===== config.mk =====
export PLATFORM = sky130hd
export DESIGN_NAME = audio_beat_detector
export DESIGN_NICKNAME = d
export VERILOG_FILES = /design/src/rtl/abd_pkg.sv /design/src/rtl/audio_beat_detector.sv
export SDC_FILE = /design/constraint.sdc
export NUM_CORES = 2
export LEC_CHECK = 0
export BUFFER_PORTS_ARGS = -buffer_cell sky130_fd_sc_hd__buf_4
export CAP_MARGIN = 10
export CORE_ASPECT_RATIO = 1.2
export CORE_MARGIN = 1.5
export CORE_UTILIZATION = 65
export DETAILED_ROUTE_END_ITERATION = 6
export HOLD_SLACK_MARGIN = 0.12
export PLACE_DENSITY_LB_ADDON = 0.05
export SETUP_SLACK_MARGIN = 0.4
export SYNTH_ARGS = -nofsm -noshare
export SYNTH_HDL_FRONTEND = slang
export SYNTH_SLANG_ARGS = --single-unit

===== constraint.sdc =====
create_clock -name clk_i -period 13.4 [get_ports clk_i]
set_input_delay 1.34 -clock clk_i [delete_from_list [all_inputs] [get_ports clk_i]]
set_output_delay 1.34 -clock clk_i [all_outputs]
set_load 0.02 [all_outputs]

===== src/rtl/abd_pkg.sv =====
// abd_pkg: control word layout, microprogram rom and filter coefficients
// for the beat detector sequencer; no dependencies
`default_nettype none

package abd_pkg;

  localparam int unsigned STEP_W  = 4;
  localparam int unsigned COEF_W  = 20;
  localparam logic [STEP_W-1:0] UC_LAST = 4'd10;

  // multiplier operand a
  typedef enum logic [2:0] {
    A_X, A_BO0, A_BO1, A_MAG, A_EO, A_TO0, A_TO1
  } a_sel_e;

  // coefficient select, signed q1.18
  typedef enum logic [2:0] {
    C_BASS_IN, C_BASS_Y2, C_BASS_Y1, C_ENV_IN, C_ENV_Y1,
    C_BEAT_IN, C_BEAT_Y2, C_BEAT_Y1
  } c_sel_e;

  // accumulator operand
  typedef enum logic [1:0] {
    B_M, B_NBIN0, B_EIN, B_NTIN0
  } b_sel_e;

  typedef enum logic [1:0] {
    ACC_HOLD, ACC_LOAD, ACC_ADD
  } acc_op_e;

  typedef enum logic [1:0] {
    WR_NONE, WR_BASS, WR_ENV, WR_BEAT
  } wr_e;

  typedef enum logic [1:0] {
    CTL_NEXT, CTL_END_NDEC, CTL_END
  } ctl_e;

  typedef struct packed {
    logic    mul_en;
    logic    shift;
    a_sel_e  a_sel;
    c_sel_e  c_sel;
    acc_op_e acc_op;
    b_sel_e  b_sel;
    logic    tmp_wr;
    wr_e     wr;
    ctl_e    ctl;
  } ucode_t;

  function automatic logic signed [COEF_W-1:0] coef(input c_sel_e sel);
    logic signed [COEF_W-1:0] c;
    case (sel)
      C_BASS_IN: c = 20'sd28807;
      C_BASS_Y2: c = -20'sd208668;
      C_BASS_Y1: c = 20'sd469320;
      C_ENV_IN:  c = 20'sd1638;
      C_ENV_Y1:  c = 20'sd258870;
      C_BEAT_IN: c = 20'sd37369;
      C_BEAT_Y2: c = -20'sd187954;
      C_BEAT_Y1: c = 20'sd378894;
      default:   c = '0;
    endcase
    return c;
  endfunction

  // microprogram: bass band-pass, envelope, then beat band-pass on decimated steps
  function automatic ucode_t ucode_rom(input logic [STEP_W-1:0] step);
    ucode_t u;
    u = '{mul_en: 1'b0, shift: 1'b0, a_sel: A_X, c_sel: C_BASS_IN,
          acc_op: ACC_HOLD, b_sel: B_M, tmp_wr: 1'b0, wr: WR_NONE, ctl: CTL_END};
    case (step)
      4'd0: begin
        u.mul_en = 1'b1; u.shift = 1'b1; u.a_sel = A_X; u.c_sel = C_BASS_IN;
        u.acc_op = ACC_LOAD; u.b_sel = B_NBIN0; u.ctl = CTL_NEXT;
      end
      4'd1: begin
        u.mul_en = 1'b1; u.a_sel = A_BO0; u.c_sel = C_BASS_Y2;
        u.acc_op = ACC_ADD; u.b_sel = B_M; u.tmp_wr = 1'b1; u.ctl = CTL_NEXT;
      end
      4'd2: begin
        u.mul_en = 1'b1; u.a_sel = A_BO1; u.c_sel = C_BASS_Y1;
        u.acc_op = ACC_ADD; u.b_sel = B_M; u.ctl = CTL_NEXT;
      end
      4'd3: begin
        u.acc_op = ACC_ADD; u.b_sel = B_M; u.wr = WR_BASS; u.ctl = CTL_NEXT;
      end
      4'd4: begin
        u.mul_en = 1'b1; u.a_sel = A_MAG; u.c_sel = C_ENV_IN;
        u.acc_op = ACC_LOAD; u.b_sel = B_EIN; u.ctl = CTL_NEXT;
      end
      4'd5: begin
        u.mul_en = 1'b1; u.a_sel = A_EO; u.c_sel = C_ENV_Y1;
        u.acc_op = ACC_ADD; u.b_sel = B_M; u.tmp_wr = 1'b1; u.ctl = CTL_NEXT;
      end
      4'd6: begin
        u.acc_op = ACC_ADD; u.b_sel = B_M; u.wr = WR_ENV; u.ctl = CTL_END_NDEC;
      end
      4'd7: begin
        u.mul_en = 1'b1; u.a_sel = A_EO; u.c_sel = C_BEAT_IN;
        u.acc_op = ACC_LOAD; u.b_sel = B_NTIN0; u.ctl = CTL_NEXT;
      end
      4'd8: begin
        u.mul_en = 1'b1; u.a_sel = A_TO0; u.c_sel = C_BEAT_Y2;
        u.acc_op = ACC_ADD; u.b_sel = B_M; u.tmp_wr = 1'b1; u.ctl = CTL_NEXT;
      end
      4'd9: begin
        u.mul_en = 1'b1; u.a_sel = A_TO1; u.c_sel = C_BEAT_Y1;
        u.acc_op = ACC_ADD; u.b_sel = B_M; u.ctl = CTL_NEXT;
      end
      4'd10: begin
        u.acc_op = ACC_ADD; u.b_sel = B_M; u.wr = WR_BEAT; u.ctl = CTL_END;
      end
      default: begin
        u.ctl = CTL_END;
      end
    endcase
    return u;
  endfunction

endpackage

`default_nettype wire


===== src/rtl/audio_beat_detector.sv =====
// audio_beat_detector: bass band-pass, envelope and beat band-pass filters
// run by a microcoded sequencer over one shared multiplier; uses abd_pkg
`default_nettype none

//  channel | direction | handshake              | payload
//  --------+-----------+------------------------+----------------------------------
//  in      | sink      | in_valid_i / in_stall_o | adc_sample_i
//  out     | source    | out_valid_o / out_stall_i | beat_found_o, beat_level_o,
//          |           |                        | interval_samples_o
//  cfg     | sink      | cfg_we_i               | cfg_idx_i, cfg_data_i
//
//  a sample is accepted while idle, then 7 microcode steps run
//  (bass filter and envelope, the rom steps through the shared multiplier)
//  a decimated sample runs 4 more steps for the beat filter
//  the final step holds while the output register is full and stalled
//  reset clears filter history, counters and sequencer; config regs take defaults

module audio_beat_detector #(
  parameter int unsigned ADC_BITS = 10
) (
  input  wire                 clk_i,
  input  wire                 rst_ni,
  input  wire                 in_valid_i,
  output logic                in_stall_o,
  input  wire  [ADC_BITS-1:0] adc_sample_i,
  output logic                out_valid_o,
  input  wire                 out_stall_i,
  output logic                beat_found_o,
  output logic signed [31:0]  beat_level_o,
  output logic [15:0]         interval_samples_o,
  input  wire                 cfg_we_i,
  input  wire  [1:0]          cfg_idx_i,
  input  wire  [15:0]         cfg_data_i
);

  // centered sample width: wider of adc code and offset, plus sign
  localparam int unsigned XW = ((ADC_BITS > 10) ? ADC_BITS : 10) + 1;
  localparam int unsigned PW = 32 + abd_pkg::COEF_W + 16;
  localparam int unsigned AW = 36;

  localparam logic [1:0] REG_OFFSET = 2'd0;
  localparam logic [1:0] REG_THRESH = 2'd1;
  localparam logic [1:0] REG_REFR   = 2'd2;
  localparam logic [1:0] REG_DECIM  = 2'd3;

  localparam logic signed [31:0] S32_MAX = 32'sh7fff_ffff;
  localparam logic signed [31:0] S32_MIN = 32'sh8000_0000;

  // configuration registers
  logic [9:0]  offset_q, decim_cfg_q;
  logic [15:0] thresh_q, refr_q;

  // sequencer
  logic                      busy_q;
  logic [abd_pkg::STEP_W-1:0] step_q;
  abd_pkg::ucode_t           uc;
  logic                      go;

  // datapath
  logic signed [XW-1:0] x_q;
  logic signed [PW-1:0] p_q, p_d;
  logic signed [AW-1:0] acc_q, acc_d, acc_opnd;
  logic signed [31:0]   tmp_q;
  logic signed [31:0]   m_val, acc_sat, mag, mul_a;
  logic signed [PW-1:0] rnd;
  logic signed [31:0]   bin0_q, bin1_q, bo0_q, bo1_q;
  logic signed [31:0]   ein_q, eo_q;
  logic signed [31:0]   tin0_q, tin1_q, to0_q, to1_q;
  logic [9:0]           decim_cnt_q;
  logic [10:0]          cnt_next;
  logic                 is_dec;
  logic [15:0]          since_q, since_inc, last_int_q;
  logic                 found;
  logic signed [31:0]   thr_q16;

  // output register
  logic                 out_valid_q, out_valid_d;
  logic                 out_full;

  assign uc       = abd_pkg::ucode_rom(step_q);
  assign out_full = out_valid_q && out_stall_i;
  assign go       = busy_q && !((uc.ctl == abd_pkg::CTL_END) && out_full);

  // result stays while stalled, a new one loads from the final step
  assign out_valid_d = out_full || (go && (uc.ctl == abd_pkg::CTL_END));

  assign in_stall_o = busy_q;

  // multiplier operand a
  assign mag = (bo1_q == S32_MIN) ? S32_MAX : (bo1_q[31] ? -bo1_q : bo1_q);

  always_comb begin
    case (uc.a_sel)
      abd_pkg::A_X:   mul_a = {{(32-XW){x_q[XW-1]}}, x_q};
      abd_pkg::A_BO0: mul_a = bo0_q;
      abd_pkg::A_BO1: mul_a = bo1_q;
      abd_pkg::A_MAG: mul_a = mag;
      abd_pkg::A_EO:  mul_a = eo_q;
      abd_pkg::A_TO0: mul_a = to0_q;
      abd_pkg::A_TO1: mul_a = to1_q;
      default:        mul_a = '0;
    endcase
  end

  // product; the input scaling step takes the sample as an integer, so shift to q.16
  always_comb begin
    logic signed [31+abd_pkg::COEF_W:0] prod;
    prod = mul_a * abd_pkg::coef(uc.c_sel);
    if (uc.shift) begin
      p_d = {prod, 16'b0};
    end else begin
      p_d = {{16{prod[31+abd_pkg::COEF_W]}}, prod};
    end
  end

  // round half up to q.16 and saturate
  assign rnd = (p_q + PW'(131072)) >>> 18;
  always_comb begin
    if (&rnd[PW-1:31] || ~|rnd[PW-1:31]) begin
      m_val = rnd[31:0];
    end else begin
      m_val = rnd[PW-1] ? S32_MIN : S32_MAX;
    end
  end

  // accumulator
  always_comb begin
    case (uc.b_sel)
      abd_pkg::B_M:     acc_opnd = {{(AW-32){m_val[31]}}, m_val};
      abd_pkg::B_NBIN0: acc_opnd = -{{(AW-32){bin0_q[31]}}, bin0_q};
      abd_pkg::B_EIN:   acc_opnd = {{(AW-32){ein_q[31]}}, ein_q};
      abd_pkg::B_NTIN0: acc_opnd = -{{(AW-32){tin0_q[31]}}, tin0_q};
      default:          acc_opnd = '0;
    endcase
    case (uc.acc_op)
      abd_pkg::ACC_LOAD: acc_d = acc_opnd;
      abd_pkg::ACC_ADD:  acc_d = acc_q + acc_opnd;
      default:           acc_d = acc_q;
    endcase
  end

  always_comb begin
    if (&acc_d[AW-1:31] || ~|acc_d[AW-1:31]) begin
      acc_sat = acc_d[31:0];
    end else begin
      acc_sat = acc_d[AW-1] ? S32_MIN : S32_MAX;
    end
  end

  // sample counters and beat decision
  assign since_inc = (since_q == 16'hffff) ? since_q : since_q + 16'd1;
  assign cnt_next  = {1'b0, decim_cnt_q} + 11'd1;
  assign is_dec    = !(cnt_next < {1'b0, decim_cfg_q});
  assign thr_q16   = {8'b0, thresh_q, 8'b0};
  assign found     = (acc_sat > thr_q16) && (since_q > refr_q);

  // configuration writes
  always_ff @(posedge clk_i or negedge rst_ni) begin
    if (!rst_ni) begin
      offset_q    <= 10'd503;
      thresh_q    <= 16'd2621;
      refr_q      <= 16'd1400;
      decim_cfg_q <= 10'd200;
    end else if (cfg_we_i) begin
      case (cfg_idx_i)
        REG_OFFSET: offset_q    <= cfg_data_i[9:0];
        REG_THRESH: thresh_q    <= cfg_data_i;
        REG_REFR:   refr_q      <= cfg_data_i;
        REG_DECIM:  decim_cfg_q <= cfg_data_i[9:0];
        default: ;
      endcase
    end
  end

  // sequencer and output register
  always_ff @(posedge clk_i or negedge rst_ni) begin
    if (!rst_ni) begin
      busy_q      <= 1'b0;
      step_q      <= '0;
      out_valid_q <= 1'b0;
    end else begin
      out_valid_q <= out_valid_d;
      if (!busy_q) begin
        if (in_valid_i) begin
          busy_q <= 1'b1;
          step_q <= '0;
        end
      end else if (go) begin
        case (uc.ctl)
          abd_pkg::CTL_NEXT: step_q <= step_q + abd_pkg::STEP_W'(1);
          abd_pkg::CTL_END_NDEC: begin
            if (is_dec) begin
              step_q <= step_q + abd_pkg::STEP_W'(1);
            end else begin
              busy_q <= 1'b0;
            end
          end
          default: begin
            busy_q <= 1'b0;
          end
        endcase
      end
    end
  end

  // centered sample capture
  always_ff @(posedge clk_i) begin
    if (!busy_q && in_valid_i) begin
      x_q <= $signed(XW'(adc_sample_i)) - $signed(XW'(offset_q));
    end
  end

  // datapath registers, no reset needed
  always_ff @(posedge clk_i) begin
    if (go && uc.mul_en) begin
      p_q <= p_d;
    end
    if (go) begin
      acc_q <= acc_d;
    end
    if (go && uc.tmp_wr) begin
      tmp_q <= m_val;
    end
    if (go && (uc.wr == abd_pkg::WR_BEAT)) begin
      beat_found_o <= found;
      beat_level_o <= acc_sat;
      interval_samples_o <= found ? since_q : last_int_q;
    end
  end

  // filter history and counters
  always_ff @(posedge clk_i or negedge rst_ni) begin
    if (!rst_ni) begin
      bin0_q <= '0; bin1_q <= '0; bo0_q <= '0; bo1_q <= '0;
      ein_q  <= '0; eo_q   <= '0;
      tin0_q <= '0; tin1_q <= '0; to0_q <= '0; to1_q <= '0;
      decim_cnt_q <= '0;
      since_q     <= '0;
      last_int_q  <= '0;
    end else if (go) begin
      case (uc.wr)
        abd_pkg::WR_BASS: begin
          bin0_q <= bin1_q;
          bin1_q <= tmp_q;
          bo0_q  <= bo1_q;
          bo1_q  <= acc_sat;
        end
        abd_pkg::WR_ENV: begin
          ein_q   <= tmp_q;
          eo_q    <= acc_sat;
          since_q <= since_inc;
          decim_cnt_q <= is_dec ? 10'd0 : cnt_next[9:0];
        end
        abd_pkg::WR_BEAT: begin
          tin0_q <= tin1_q;
          tin1_q <= tmp_q;
          to0_q  <= to1_q;
          to1_q  <= acc_sat;
          if (found) begin
            last_int_q <= since_q;
            since_q    <= '0;
          end
        end
        default: ;
      endcase
    end
  end

  assign out_valid_o = out_valid_q;

  // an accepted sample starts the program at its first step
  a_start: assert property (@(posedge clk_i) disable iff (!rst_ni)
    (in_valid_i && !in_stall_o) |=> (busy_q && step_q == '0))
    else $error("sequencer did not start on accepted sample");

  // the step counter never runs past the last rom word
  a_step_range: assert property (@(posedge clk_i) disable iff (!rst_ni)
    busy_q |-> (step_q <= abd_pkg::UC_LAST))
    else $error("step counter out of program");

  // a new result appears only from the final beat filter step
  a_emit: assert property (@(posedge clk_i) disable iff (!rst_ni)
    (out_valid_o && !$past(out_valid_o)) |->
      ($past(busy_q) && $past(step_q) == abd_pkg::UC_LAST))
    else $error("result emitted outside the beat step");

  // a flagged beat always carries a nonzero interval
  a_interval: assert property (@(posedge clk_i) disable iff (!rst_ni)
    (out_valid_o && beat_found_o) |-> (interval_samples_o != 16'd0))
    else $error("beat with zero interval");

endmodule

`default_nettype wire


==> summary by stage <==
Setup path
The critical path is of the flop to flop type. The maximum fanout encountered on the critical timing path is 22. The worst register-to-register path has a setup slack of 1.31 ns. In this design, the stage delay of the slowest critical-path cell is 0.60 ns. Data arrives at the worst endpoint at 12.44 ns. The dominant cell type by count on the critical path is sky130_fd_sc_hd__fa_1. The required time of the critical path is 13.75 ns. The worst setup path is captured at a flop. The launching element type of the critical path is a flop. The slowest stage of the critical path belongs to the cell sky130_fd_sc_hd__or4_1.

GRT
Entering global routing, the biggest net connects 176 pins. The via count of the first global-routing pass is 42800. Global routing finished with a remaining overflow of 0. The number of antenna violations at the first check in global routing was 5. The global-route total usage across every layer is 38.8%. The first global-routing pass estimated 249000 µm of wire.

Logic synthesis
After synthesis, the share of flip-flops with an asynchronous set or reset is 70.1%. After synthesis the netlist holds a flip-flop and latch count of 599. In this run the cell area of the synthesized design comes to 0.0543 mm². The synthesized design devotes to its leading area cell type 23.5% of total area. The sequential cell area fraction in the yosys report is 29.3%. The average instance area after synthesis is 9.45 µm². The most frequently used flop master after synthesis is sky130_fd_sc_hd__dfrtp_1. The post-synthesis cell type count is 103. The total nets after synthesis is 6647.

By area the synthesized netlist is led by sky130_fd_sc_hd__fa_1 (24%), sky130_fd_sc_hd__dfrtp_1 (18%), sky130_fd_sc_hd__edfxtp_1 (9.9%). Synthesis produced 5743 cells. The cell taking the most area after synthesis is sky130_fd_sc_hd__fa_1. The number of enable flip-flop cells after synthesis is 179. The count of yosys warnings during synthesis is 0.

Clocking
After clock tree synthesis, the clock-pin slew on the worst setup and hold paths is 0.07 ns. The number of instances resized during post-cts repair is 0. The number of buffers inserted to repair setup after CTS is 0. The clock root buffer master is sky130_fd_sc_hd__clkbuf_16. The CTS buffer count is 61. TritonCTS built the clock tree. The clock passes through at most 3 buffers.

The number of hold buffers added after CTS was 0. The number of H-tree levels is 2. The clock insertion delay at the later pin of the skew report is 0.67 ns. The number of clock sinks is 599.

STA
The number of pins with negative max-slew slack in the final report is 0. Setup repair after global routing left no endpoint under its margin. The post-route clock period utilization is 90.2%. The final-layout setup total negative slack is 0 ns. The worst clock skew is 0.0499 ns. The worst-margin pin slew is 1.24 ns.

The final number of hold-violating endpoints is 0. The final number of setup-violating endpoints is 0. The shortest clock period the worst path allows after layout is 12.09 ns. The tightest slew margin relative to the limit is 17.4%. The maximum clock rate is 82.7 MHz.

Detailed routing
The residual DRC count is 0. The detailed router placed 42000 vias in this run. The routed via count divided by cell count is 6.10. The first-iteration detailed-routing DRC count is 4335. For this block, wires on met1 add up to 59700 µm. The top metal layer carrying routed signals is met4. The routed design uses 11300 µm of met3 wire. For this run, the detailed router's first-pass iteration total came to 6. The mean routed wirelength per cell is 23.5 µm. The final layout contains routed wiring with a total length of 162000 µm. The post-detailed-route count of antenna-violating nets is 0. The routed design uses 77500 µm of met2 wire.

Floorplanning
The core area is 0.0823 mm². Once the floorplan was initialized, standard cells occupied 65.9% of the core. The die is 267 µm wide. The height of the die is 320 µm. The floorplan step defined a die boundary enclosing 0.0852 mm². 84 I/O pins were placed. The site row count is 115.

Finish
The net count of the finished layout is 6614. The largest registers in the layout are p_q: 51 flops, acc_q: 36 flops. More flip-flops sit in one register than any other, and that register is p_q.

Compared with the post-synthesis result, the final layout area differs by 7.22%. The proportion of layout cells with a drive suffix above 1 is 10.2%. The flip-flop count of the largest register after layout is 51.

Placement
The final estimated routing congestion in global placement is 0.993. The count of buffers added on input and output ports is 83. Once detailed placement completed, the half-perimeter wirelength came to 123000 µm.

Run status
The flow ran to the end, and the final reports show no timing, DRC or antenna violations.

Worst hold path
In this run the worst hold path is classified as flop to flop.

Run
The max-cap violation count is 0.
-- worst paths after layout --
path                               to       start  cells past startpoint
max in group asynchronous   to1_q[21]      rst_ni                      3
hold / removal             tin0_q[24]  tin1_q[24]                      2
min in group asynchronous   tin0_q[4]      rst_ni                      1
hold reg to reg            tin0_q[24]  tin1_q[24]                      2
setup / recovery              p_q[50]   bo1_q[13]                     36
setup reg to reg              p_q[50]   bo1_q[13]                     36
-- cell type report --
class	instances	area [µm²]
Inverter	872	3280
Antenna cell	8	20.0
Tap cell	1111	1390
Fill cell	6446	24100
Clock buffer	85	1760
Sequential cell	599	15900
Multi-Input combinational cell	4008	34300
Timing Repair Buffer	168	1290
Clock inverter	31	268
-- Yosys cell counts (40+ instances only) --
| library cell | instances |
|---|---|
| sky130_fd_sc_hd__clkbuf_1 | 237 |
| sky130_fd_sc_hd__nand2_1 | 1046 |
| sky130_fd_sc_hd__inv_1 | 870 |
| sky130_fd_sc_hd__xor2_1 | 104 |
| sky130_fd_sc_hd__dfrtp_1 | 396 |
| sky130_fd_sc_hd__nand2b_1 | 40 |
| sky130_fd_sc_hd__a21oi_1 | 226 |
| sky130_fd_sc_hd__xnor2_1 | 112 |
| sky130_fd_sc_hd__fa_1 | 637 |
| sky130_fd_sc_hd__mux2_2 | 195 |
| sky130_fd_sc_hd__nor3_1 | 58 |
| sky130_fd_sc_hd__nor2b_1 | 58 |
| sky130_fd_sc_hd__nand3_1 | 72 |
| sky130_fd_sc_hd__ha_1 | 234 |
| sky130_fd_sc_hd__nor2_1 | 246 |
| sky130_fd_sc_hd__a21o_1 | 60 |
| sky130_fd_sc_hd__and2_1 | 87 |
| sky130_fd_sc_hd__o21ai_0 | 276 |
| sky130_fd_sc_hd__edfxtp_1 | 179 |
-- logic make-up (layout without fill, tap and decap cells) --
kind of cell	after synthesis	count (layout)	synth area share, %
xor gates and xnor gates	217	217	3.54
muxes	239	239	5.01
DFF	599	599	29.3
adders and majority gates	871	871	28.9
other	0	8	0
and+or+nand+nor	1800	1800	14.9
AOI/OAI and AO/OA	881	881	10.4
buffers and inverters	1136	1156	7.91
-- per-layer routing --
metal	GRT usage, %	up-vias
li1	-	18600
met1	47.6	21100
met2	63.3	1838
met3	5.76	531
met4	27.1	0
met5	0	-
-- worst max-delay path, delay by kind of cell, from the launching register on --
kind            cells  cell delay [ns]
simple gates        9             3.05
xor+xnor            1             0.19
fa+ha+maj           8             3.94
buf+inv             3             0.17
compound gates     15             4.00
flops               1             0.44
-- cell usage in the layout (no fill, tap or decap), types with 14 or more instances in the layout --
cell type                   count
sky130_fd_sc_hd__a222oi_1      14
sky130_fd_sc_hd__a21oi_1      221
sky130_fd_sc_hd__a31oi_1       20
sky130_fd_sc_hd__a221oi_1      23
sky130_fd_sc_hd__mux2_2       195
sky130_fd_sc_hd__ha_1         234
sky130_fd_sc_hd__and4_1        14
sky130_fd_sc_hd__clkbuf_16     64
sky130_fd_sc_hd__or4_1         21
sky130_fd_sc_hd__a211oi_1      18
sky130_fd_sc_hd__a21o_1        60
sky130_fd_sc_hd__clkinv_2      19
sky130_fd_sc_hd__nand2b_1      40
sky130_fd_sc_hd__mux2_4        16
sky130_fd_sc_hd__o31ai_1       15
sky130_fd_sc_hd__and2_1        87
sky130_fd_sc_hd__edfxtp_1     179
sky130_fd_sc_hd__or3_1         21
sky130_fd_sc_hd__dfrtp_1      396
sky130_fd_sc_hd__nand2_1     1045
sky130_fd_sc_hd__nor2_1       243
sky130_fd_sc_hd__nand3_1       69
sky130_fd_sc_hd__buf_4        165
sky130_fd_sc_hd__o21a_1        29
sky130_fd_sc_hd__xnor2_1      112
sky130_fd_sc_hd__a221o_1       23
sky130_fd_sc_hd__nand4_1       36
sky130_fd_sc_hd__o21ai_0      267
sky130_fd_sc_hd__dfstp_2       24
sky130_fd_sc_hd__nor2b_1       58
sky130_fd_sc_hd__xor2_1       104
sky130_fd_sc_hd__fa_1         637
sky130_fd_sc_hd__nor4_1        19
sky130_fd_sc_hd__o21bai_1      18
sky130_fd_sc_hd__and3_1        26
sky130_fd_sc_hd__mux2i_1       28
sky130_fd_sc_hd__nor3_1        56
sky130_fd_sc_hd__inv_1        869
sky130_fd_sc_hd__a22oi_1       23
-- stage by stage --
stage / cells / setup slack [ns] / utilization, % / hold WS [ns] / instance area, µm²
final: 6882 / 1.31 / 70.7 / 0.438 / 58200
after global placement: 6758 / 1.67 / 68.2 / 0.445 / 56100
after global routing: 6875 / 0.627 / 70.7 / 0.482 / 58200
after floorplan: 5743 / 2.25 / - / 0.439 / 54300
after CTS: 6874 / 1.37 / 70.7 / 0.441 / 58200
after detailed placement: 6758 / 1.43 / 68.2 / 0.453 / 56100
Power is left out: the tool's default activity adds up to more than one toggle a clock period on the data nets, which glitch-free logic cannot reach.
